`src/design/bcc_pkg.sv`:
```
// Shared types and register indexes for the button click classifier.
`timescale 1ns / 1ps

package bcc_pkg;

  typedef enum logic [1:0] {
    PH_UP          = 2'd0,
    PH_DOWN_BOUNCE = 2'd1,
    PH_DOWN        = 2'd2,
    PH_UP_BOUNCE   = 2'd3
  } phase_t;

  typedef enum logic [2:0] {
    EV_RELEASED   = 3'd0,
    EV_SINGLE     = 3'd1,
    EV_DOUBLE     = 3'd2,
    EV_HOLD_SHORT = 3'd3,
    EV_HOLD_LONG  = 3'd4,
    EV_SHORT_REL  = 3'd5,
    EV_LONG_REL   = 3'd6
  } event_t;

  localparam logic [1:0] CFG_SCAN_INTERVAL = 2'd0;
  localparam logic [1:0] CFG_SHORT_HOLD    = 2'd1;
  localparam logic [1:0] CFG_LONG_HOLD     = 2'd2;
  localparam logic [1:0] CFG_CLICK_GAP     = 2'd3;

  localparam logic [7:0]  SCAN_INTERVAL_RST = 8'd10;
  localparam logic [15:0] SHORT_HOLD_RST    = 16'd2000;
  localparam logic [15:0] LONG_HOLD_RST     = 16'd5000;
  localparam logic [15:0] CLICK_GAP_RST     = 16'd200;

  typedef struct packed {
    logic [7:0]  scan_interval;
    logic [15:0] short_hold_ms;
    logic [15:0] long_hold_ms;
    logic [15:0] click_gap_ms;
  } bcc_cfg_t;

  typedef struct packed {
    phase_t phase;
    event_t key_event;
    logic   click_pending;
  } bcc_ctrl_t;

endpackage

```
`src/design/bcc_core.sv`:
```
// Next-state logic for one tick: saturating counters and the debounce machine.
`timescale 1ns / 1ps

module bcc_core import bcc_pkg::*; #(
  parameter int COUNT_WIDTH = 16
) (
  input  logic                   pressed,
  input  bcc_cfg_t               cfg,
  input  bcc_ctrl_t              ctrl,
  input  logic [COUNT_WIDTH-1:0] scan_count,
  input  logic [COUNT_WIDTH-1:0] hold_count,
  input  logic [COUNT_WIDTH-1:0] gap_count,
  output bcc_ctrl_t              ctrl_next,
  output logic [COUNT_WIDTH-1:0] scan_next,
  output logic [COUNT_WIDTH-1:0] hold_next,
  output logic [COUNT_WIDTH-1:0] gap_next
);

  localparam int CMP_W = (COUNT_WIDTH > 16) ? COUNT_WIDTH : 16;
  localparam logic [COUNT_WIDTH-1:0] CNT_MAX = {COUNT_WIDTH{1'b1}};

  logic [COUNT_WIDTH-1:0] scan_inc;
  logic [COUNT_WIDTH-1:0] hold_inc;
  logic [COUNT_WIDTH-1:0] gap_inc;
  logic                   eval_now;
  logic                   gap_passed;
  logic                   long_passed;
  logic                   short_passed;

  assign scan_inc = (scan_count == CNT_MAX) ? scan_count : scan_count + 1'b1;
  assign hold_inc = (hold_count == CNT_MAX) ? hold_count : hold_count + 1'b1;
  assign gap_inc  = (gap_count == CNT_MAX) ? gap_count : gap_count + 1'b1;

  // All compares use the incremented counter values, zero-extended to a common width.
  assign eval_now     = CMP_W'(scan_inc) >= CMP_W'(cfg.scan_interval);
  assign gap_passed   = CMP_W'(gap_inc) > CMP_W'(cfg.click_gap_ms);
  assign long_passed  = CMP_W'(hold_inc) > CMP_W'(cfg.long_hold_ms);
  assign short_passed = CMP_W'(hold_inc) > CMP_W'(cfg.short_hold_ms);

  always_comb begin
    ctrl_next = ctrl;
    hold_next = hold_inc;
    gap_next  = gap_inc;
    scan_next = eval_now ? '0 : scan_inc;
    if (eval_now) begin
      unique case (ctrl.phase)
        PH_UP: begin
          if (pressed) begin
            ctrl_next.phase = PH_DOWN_BOUNCE;
          end else if (ctrl.click_pending) begin
            if (gap_passed) begin
              ctrl_next.key_event     = EV_SINGLE;
              ctrl_next.click_pending = 1'b0;
            end
          end else begin
            ctrl_next.key_event = EV_RELEASED;
          end
        end
        PH_DOWN_BOUNCE: begin
          if (pressed) begin
            ctrl_next.phase = PH_DOWN;
            hold_next       = '0;
          end else begin
            ctrl_next.phase = PH_UP;
          end
        end
        PH_DOWN: begin
          if (!pressed) begin
            ctrl_next.phase = PH_UP_BOUNCE;
          end else if (long_passed) begin
            ctrl_next.key_event = EV_HOLD_LONG;
          end else if (short_passed) begin
            ctrl_next.key_event = EV_HOLD_SHORT;
          end
        end
        PH_UP_BOUNCE: begin
          if (pressed) begin
            ctrl_next.phase = PH_DOWN;
          end else begin
            ctrl_next.phase = PH_UP;
            hold_next       = '0;
            // A release after a hold ends the hold; otherwise it counts as a click.
            if (ctrl.key_event == EV_HOLD_SHORT) begin
              ctrl_next.key_event     = EV_SHORT_REL;
              ctrl_next.click_pending = 1'b0;
            end else if (ctrl.key_event == EV_HOLD_LONG) begin
              ctrl_next.key_event     = EV_LONG_REL;
              ctrl_next.click_pending = 1'b0;
            end else if (ctrl.click_pending) begin
              ctrl_next.key_event     = EV_DOUBLE;
              ctrl_next.click_pending = 1'b0;
            end else begin
              ctrl_next.click_pending = 1'b1;
              gap_next                = '0;
            end
          end
        end
        default: begin
          ctrl_next = ctrl;
        end
      endcase
    end
  end

endmodule

```
`src/design/button_click_classifier.sv`:
```
// Top level of the button click classifier: registers, handshake and result buffer.
`timescale 1ns / 1ps

// Usage: each transaction on the s_ channel is one millisecond tick that carries
// the button level in s_tdata[0] (1 means pressed). For every accepted tick the
// block returns one transaction on the m_ channel with the current event code
// and debounce phase. Results come out in tick order, one per tick.
// Results are registered. Throughput is one tick per cycle while the skid register
// is empty; the counters and debounce machine are updated combinationally from the
// state registers. Registers are written through cfg_we, cfg_addr and cfg_wdata
// (0 scan interval, 1 short hold, 2 long hold, 3 click gap); the user must write
// them only while no tick is in flight, as the block does not enforce it.
// Reset (rst, synchronous) clears the counters, sets the phase to up, the event
// to released, and loads the register defaults 10, 2000, 5000 and 200.
// When the receiver stalls, the result stays on m_tdata and one more tick is
// still taken into a skid register; after that s_tready drops until the output
// drains. No transaction is lost or repeated.
module button_click_classifier import bcc_pkg::*; #(
  parameter int COUNT_WIDTH = 16
) (
  input  logic        clk,
  input  logic        rst,
  input  logic        s_tvalid,
  output logic        s_tready,
  input  logic [7:0]  s_tdata,    // [0] pressed, [7:1] zero
  output logic        m_tvalid,
  input  logic        m_tready,
  output logic [7:0]  m_tdata,    // [2:0] key_event, [4:3] debounce_phase, [7:5] zero
  input  logic        cfg_we,
  input  logic [1:0]  cfg_addr,
  input  logic [15:0] cfg_wdata
);

  bcc_cfg_t               cfg;
  bcc_ctrl_t              ctrl;
  bcc_ctrl_t              ctrl_next;
  logic [COUNT_WIDTH-1:0] scan_count;
  logic [COUNT_WIDTH-1:0] hold_count;
  logic [COUNT_WIDTH-1:0] gap_count;
  logic [COUNT_WIDTH-1:0] scan_next;
  logic [COUNT_WIDTH-1:0] hold_next;
  logic [COUNT_WIDTH-1:0] gap_next;
  logic [7:0]             result;
  logic [7:0]             skid_data;
  logic                   skid_valid;
  logic                   in_acc;
  logic                   out_take;

  assign s_tready = !skid_valid;
  assign in_acc   = s_tvalid && s_tready;
  assign out_take = m_tvalid && m_tready;

  always_ff @(posedge clk) begin
    if (rst) begin
      cfg.scan_interval <= SCAN_INTERVAL_RST;
      cfg.short_hold_ms <= SHORT_HOLD_RST;
      cfg.long_hold_ms  <= LONG_HOLD_RST;
      cfg.click_gap_ms  <= CLICK_GAP_RST;
    end else if (cfg_we) begin
      unique case (cfg_addr)
        CFG_SCAN_INTERVAL: cfg.scan_interval <= cfg_wdata[7:0];
        CFG_SHORT_HOLD:    cfg.short_hold_ms <= cfg_wdata;
        CFG_LONG_HOLD:     cfg.long_hold_ms  <= cfg_wdata;
        CFG_CLICK_GAP:     cfg.click_gap_ms  <= cfg_wdata;
        default:           cfg.scan_interval <= cfg.scan_interval;
      endcase
    end
  end

  bcc_core #(
    .COUNT_WIDTH(COUNT_WIDTH)
  ) u_core (
    .pressed    (s_tdata[0]),
    .cfg        (cfg),
    .ctrl       (ctrl),
    .scan_count (scan_count),
    .hold_count (hold_count),
    .gap_count  (gap_count),
    .ctrl_next  (ctrl_next),
    .scan_next  (scan_next),
    .hold_next  (hold_next),
    .gap_next   (gap_next)
  );

  assign result = {3'b000, ctrl_next.phase, ctrl_next.key_event};

  always_ff @(posedge clk) begin
    if (rst) begin
      ctrl.phase         <= PH_UP;
      ctrl.key_event     <= EV_RELEASED;
      ctrl.click_pending <= 1'b0;
      scan_count         <= '0;
      hold_count         <= '0;
      gap_count          <= '0;
    end else if (in_acc) begin
      ctrl       <= ctrl_next;
      scan_count <= scan_next;
      hold_count <= hold_next;
      gap_count  <= gap_next;
    end
  end

  // Output register plus one skid entry, so a tick is taken while a result waits.
  always_ff @(posedge clk) begin
    if (rst) begin
      m_tvalid   <= 1'b0;
      skid_valid <= 1'b0;
    end else if (out_take || !m_tvalid) begin
      if (skid_valid) begin
        m_tvalid   <= 1'b1;
        skid_valid <= 1'b0;
      end else begin
        m_tvalid <= in_acc;
      end
    end else if (in_acc) begin
      skid_valid <= 1'b1;
    end
  end

  always_ff @(posedge clk) begin
    if (out_take || !m_tvalid) begin
      m_tdata <= skid_valid ? skid_data : result;
    end
    if (in_acc && m_tvalid && !out_take) begin
      skid_data <= result;
    end
  end

`ifndef SYNTHESIS
  a_skid_implies_out: assert property (@(posedge clk) disable iff (rst)
    skid_valid |-> m_tvalid)
    else $error("skid entry held while output register is empty");

  // Without an evaluation on the tick the phase simply stays in down bouncing.
  a_bounce_exit: assert property (@(posedge clk) disable iff (rst)
    (in_acc && ctrl.phase == PH_DOWN_BOUNCE) |=> (ctrl.phase != PH_UP_BOUNCE))
    else $error("down bouncing phase left to an illegal phase");

  a_ctrl_holds: assert property (@(posedge clk) disable iff (rst)
    !in_acc |=> $stable(ctrl))
    else $error("machine state changed without an accepted tick");

  a_skid_drain: assert property (@(posedge clk) disable iff (rst)
    (out_take && skid_valid) |=> (m_tvalid && m_tdata == $past(skid_data)))
    else $error("skid entry not moved to the output register");
`endif

endmodule

```
`config.mk`:
```
export PLATFORM = sky130hd
export DESIGN_NAME = button_click_classifier
export DESIGN_NICKNAME = d
export VERILOG_FILES = /design/src/design/bcc_pkg.sv /design/src/design/bcc_core.sv /design/src/design/button_click_classifier.sv
export SDC_FILE = /design/constraint.sdc
export NUM_CORES = 1
export LEC_CHECK = 0
export CAP_MARGIN = 20
export CORE_ASPECT_RATIO = 0.8
export CORE_MARGIN = 3
export CORE_UTILIZATION = 50
export DETAILED_ROUTE_END_ITERATION = 16
export DONT_BUFFER_PORTS = 1
export GPL_TIMING_DRIVEN = 0
export PLACE_DENSITY = 0.64
export SLEW_MARGIN = 20
export SYNTH_ARGS = -nofsm -noshare
export SYNTH_HDL_FRONTEND = slang
export SYNTH_SLANG_ARGS = --single-unit
```
`constraint.sdc`:
```
create_clock -name clk -period 4.75 [get_ports clk]
set_input_delay 0.95 -clock clk [delete_from_list [all_inputs] [get_ports clk]]
set_output_delay 0.95 -clock clk [all_outputs]
set_load 0.05 [all_outputs]
```
==> metrics.cfg <==
[run_status]
outcome=completed

[sta]
maxSlewViolCount=0
worst_pin_slew_ps=1020
fin_crit_sh_pct=95.0
achievable-frequency_ghz=0.222
finalHoldViolCount=0
post-route-min-period_ps=4510
setup_repair_after_global_routing_missed_its_margin=false
setup-violations-final=0
worst_clock_skew_ps=5.61
slew_headroom_pct=32.0
setup_tns_ps=0

[global_route]
first_global_vias=6158
wire_length_of_the_first_global_routing_pass_um=33300
grt-ovfl-total=0
grt_max_degree=17
grt.total_usage_pct=26.3
grt_antenna_before_repair=0

[detailed_routing]
first_iter_violations=529
drc=0
totalWireLength_um=20800
vias=6739
drt-vias-per-instance=5.91
antenna_left=0
first_pass_iters=5
avgRoutedWirePerCell_um=18.2

[layout]
drive_gt1_share_pct=7.85
antenna_cells_inserted=0
post-route-util_pct=57.9
layout_area_growth_over_synthesis_pct=12.6
final_nets=1031
fin_cells=1140

[clock_network]
tritoncts=yes
ctsLongestPathBuffers=2
clock_latency_ps=420
cts.htree.levels=4
cts_hold_buffers=0
cts_inserted_buffers=17
tritoncts_num_sinks=122
cts.reportedPaths.clkPinSlew_ps=60
root_buffer=sky130_fd_sc_hd__clkbuf_16

[synthesis]
synth_edf_count=10
synth.yosys.warnings=0
synth_seq_area_share_pct=34.5
post_synth_inst_count=920
synth.avg_cell_area_sq_um=8.02
post_synth_instance_area_sq_um=7380
yosys.cell_count.top_type=sky130_fd_sc_hd__nand2_1
synthFlopType=sky130_fd_sc_hd__dfxtp_1
synth_top_area_share_pct=30.4
netlist_top_cells_count=sky130_fd_sc_hd__nand2_1, sky130_fd_sc_hd__dfxtp_1, sky130_fd_sc_hd__a21oi_1
async_sr_flop_fraction_pct=0
post_synth_main_area_contributors=sky130_fd_sc_hd__dfxtp_1, sky130_fd_sc_hd__ha_1, sky130_fd_sc_hd__nand2_1
ys_types=73
yosys.area.top_type=sky130_fd_sc_hd__dfxtp_1
yosys_register_bits=122

[floorplan]
initial_utilization_pct=51.4
die_width_um=142
floorplan.die_area_sq_um=16300
core_area_sq_um=14300
floorplan.die.height_um=115
core.rowCount=39
pin_count=41

[critical_path]
cp-startpoint=hold_count[10]
cp_max_fo=7
critPathMaxStageDelay_ps=480
worst_ep_required_time_ps=4900
slowest_stage=sky130_fd_sc_hd__dfxtp_1
crit-reg2reg-launch=hold_count[10]
critical_path.endpoint_type=register
critical_path_arrival_ps=4660
worst-setup-path-type=register to register
crit_path_start_kind=register
most_numerous_cell_on_the_critical_path=sky130_fd_sc_hd__and3_1
critical_path.cell_chain=and3_1 -> or3b_2 -> and4_1 -> and3_1 -> xor2_1 -> ha_1 -> nand4_1 -> nor4_1 -> o21ai_0 -> o2111a_1 -> o311ai_1 -> and2_1 -> a221oi_1

[place]
count_of_port_buffers_added_during_placement=0
gp_congestion=1.02
placed_cells_incl_taps=1106
post-dp-hpwl_um=15400

[hold_path]
timing.hold.worst.start=cfg[45]
worstHoldPathType=register to register

[power]
pwr_density_cell_nw_per_um2=336
worst_ir_drop_vdd_mv=0.322
power.leakage_nw=3.35

[run]
count_of_max_cap_constraint_violations=0

==> registers in the layout, indices dropped and copies added, names as in the netlist <==
register    count
skid_valid      1
skid_data       5
m_tdata         5
m_tvalid        1
cfg            56
scan_count     16
gap_count      16
hold_count     16
ctrl            6
==> per-layer routing <==
layer	global-route usage, %	part of all wire [%]
met1	39.1	49
met2	38.1	41
met3	6.26	8.2
met4	7.03	1.4
met5	0	0
==> through the flow <==
stage | cell area [sq um] | power, mW | worst slack (ps) | hold slack [ps]
3_3_place_gp | 7610 | 1.39 | -48.5 | 446
4_1_cts | 8270 | 2.80 | 111 | 456
3_5_place_dp | 7610 | 1.39 | -20.3 | 448
5_1_grt | 8310 | 2.89 | 2.56 | 474
6_report | 8310 | 2.79 | 239 | 453
2_1_floorplan | 7380 | 1.32 | 869 | 436
==> cell families after synthesis <==
group / Yosys count / synth area share (%)
buffers and inverters: 114 / 6.09
XOR/XNOR: 35 / 4.34
adder cells (fa/ha/maj): 57 / 9.67
other: 1 / 0.0508
AND/OR/NAND/NOR: 359 / 24.0
flip-flops: 122 / 34.5
multiplexers: 14 / 2.14
AO/OA/AOI/OAI: 218 / 19.3
==> worst max-delay path: cells and delay by family (launching register included) <==
family	cells	cell delay (ps)
xor+xnor	1	350
simple gates	7	2130
compound gates	4	1020
fa+ha+maj	1	230
flops	1	480
==> cell usage in the layout, fill, tap and decap left out, types with 7 or more instances in the layout <==
cell type / count
sky130_fd_sc_hd__edfxtp_1: 10
sky130_fd_sc_hd__nor4_1: 8
sky130_fd_sc_hd__nor2_1: 65
sky130_fd_sc_hd__and3_1: 13
sky130_fd_sc_hd__and4_1: 7
sky130_fd_sc_hd__xor2_1: 20
sky130_fd_sc_hd__o211ai_1: 21
sky130_fd_sc_hd__nand2b_1: 7
sky130_fd_sc_hd__inv_1: 67
sky130_fd_sc_hd__o21ai_0: 17
sky130_fd_sc_hd__mux2_2: 10
sky130_fd_sc_hd__xnor2_1: 13
sky130_fd_sc_hd__nand4_1: 24
sky130_fd_sc_hd__and2_1: 12
sky130_fd_sc_hd__o31ai_1: 9
sky130_fd_sc_hd__nand2_1: 136
sky130_fd_sc_hd__a21oi_1: 92
sky130_fd_sc_hd__clkbuf_16: 17
sky130_fd_sc_hd__dfxtp_1: 112
sky130_fd_sc_hd__a31oi_1: 14
sky130_fd_sc_hd__nand3_1: 33
sky130_fd_sc_hd__ha_1: 57
sky130_fd_sc_hd__a22o_1: 7
sky130_fd_sc_hd__buf_1: 7
sky130_fd_sc_hd__a211oi_1: 7
sky130_fd_sc_hd__clkbuf_1: 29
sky130_fd_sc_hd__nor3_1: 15
==> power by group <==
group	switching, mW	internal, mW
registers	0.0322	1.07
clock network	0.491	0.931
logic	0.171	0.0971
total	0.694	2.10
==> repair_timing <==
item,in CTS,in global routing
endpoints found under the setup margin,1,9
resized for setup,2,4
pin swaps,0,2
setup buffers,0,2
==> cell type report <==
| type | instances | area (sq um) |
|---|---|---|
| flip-flops and latches | 122 | 2540 |
| repair buffers | 2 | 15.0 |
| plain buffers | 45 | 190 |
| clock buffers | 21 | 480 |
| fillers | 1372 | 6040 |
| clock inverters | 11 | 166 |
| inverters | 69 | 259 |
| multi-input cells | 686 | 4420 |
| well taps | 184 | 230 |
==> final timing paths <==
check	slack [ps]	to	cells after the start
setup / recovery	240	m_tdata[2]	13
hold / removal	450	cfg[45]	2
setup reg to reg	240	m_tdata[2]	13
hold reg to reg	450	cfg[45]	2
Note: power is estimated with default switching activity, not from simulation.
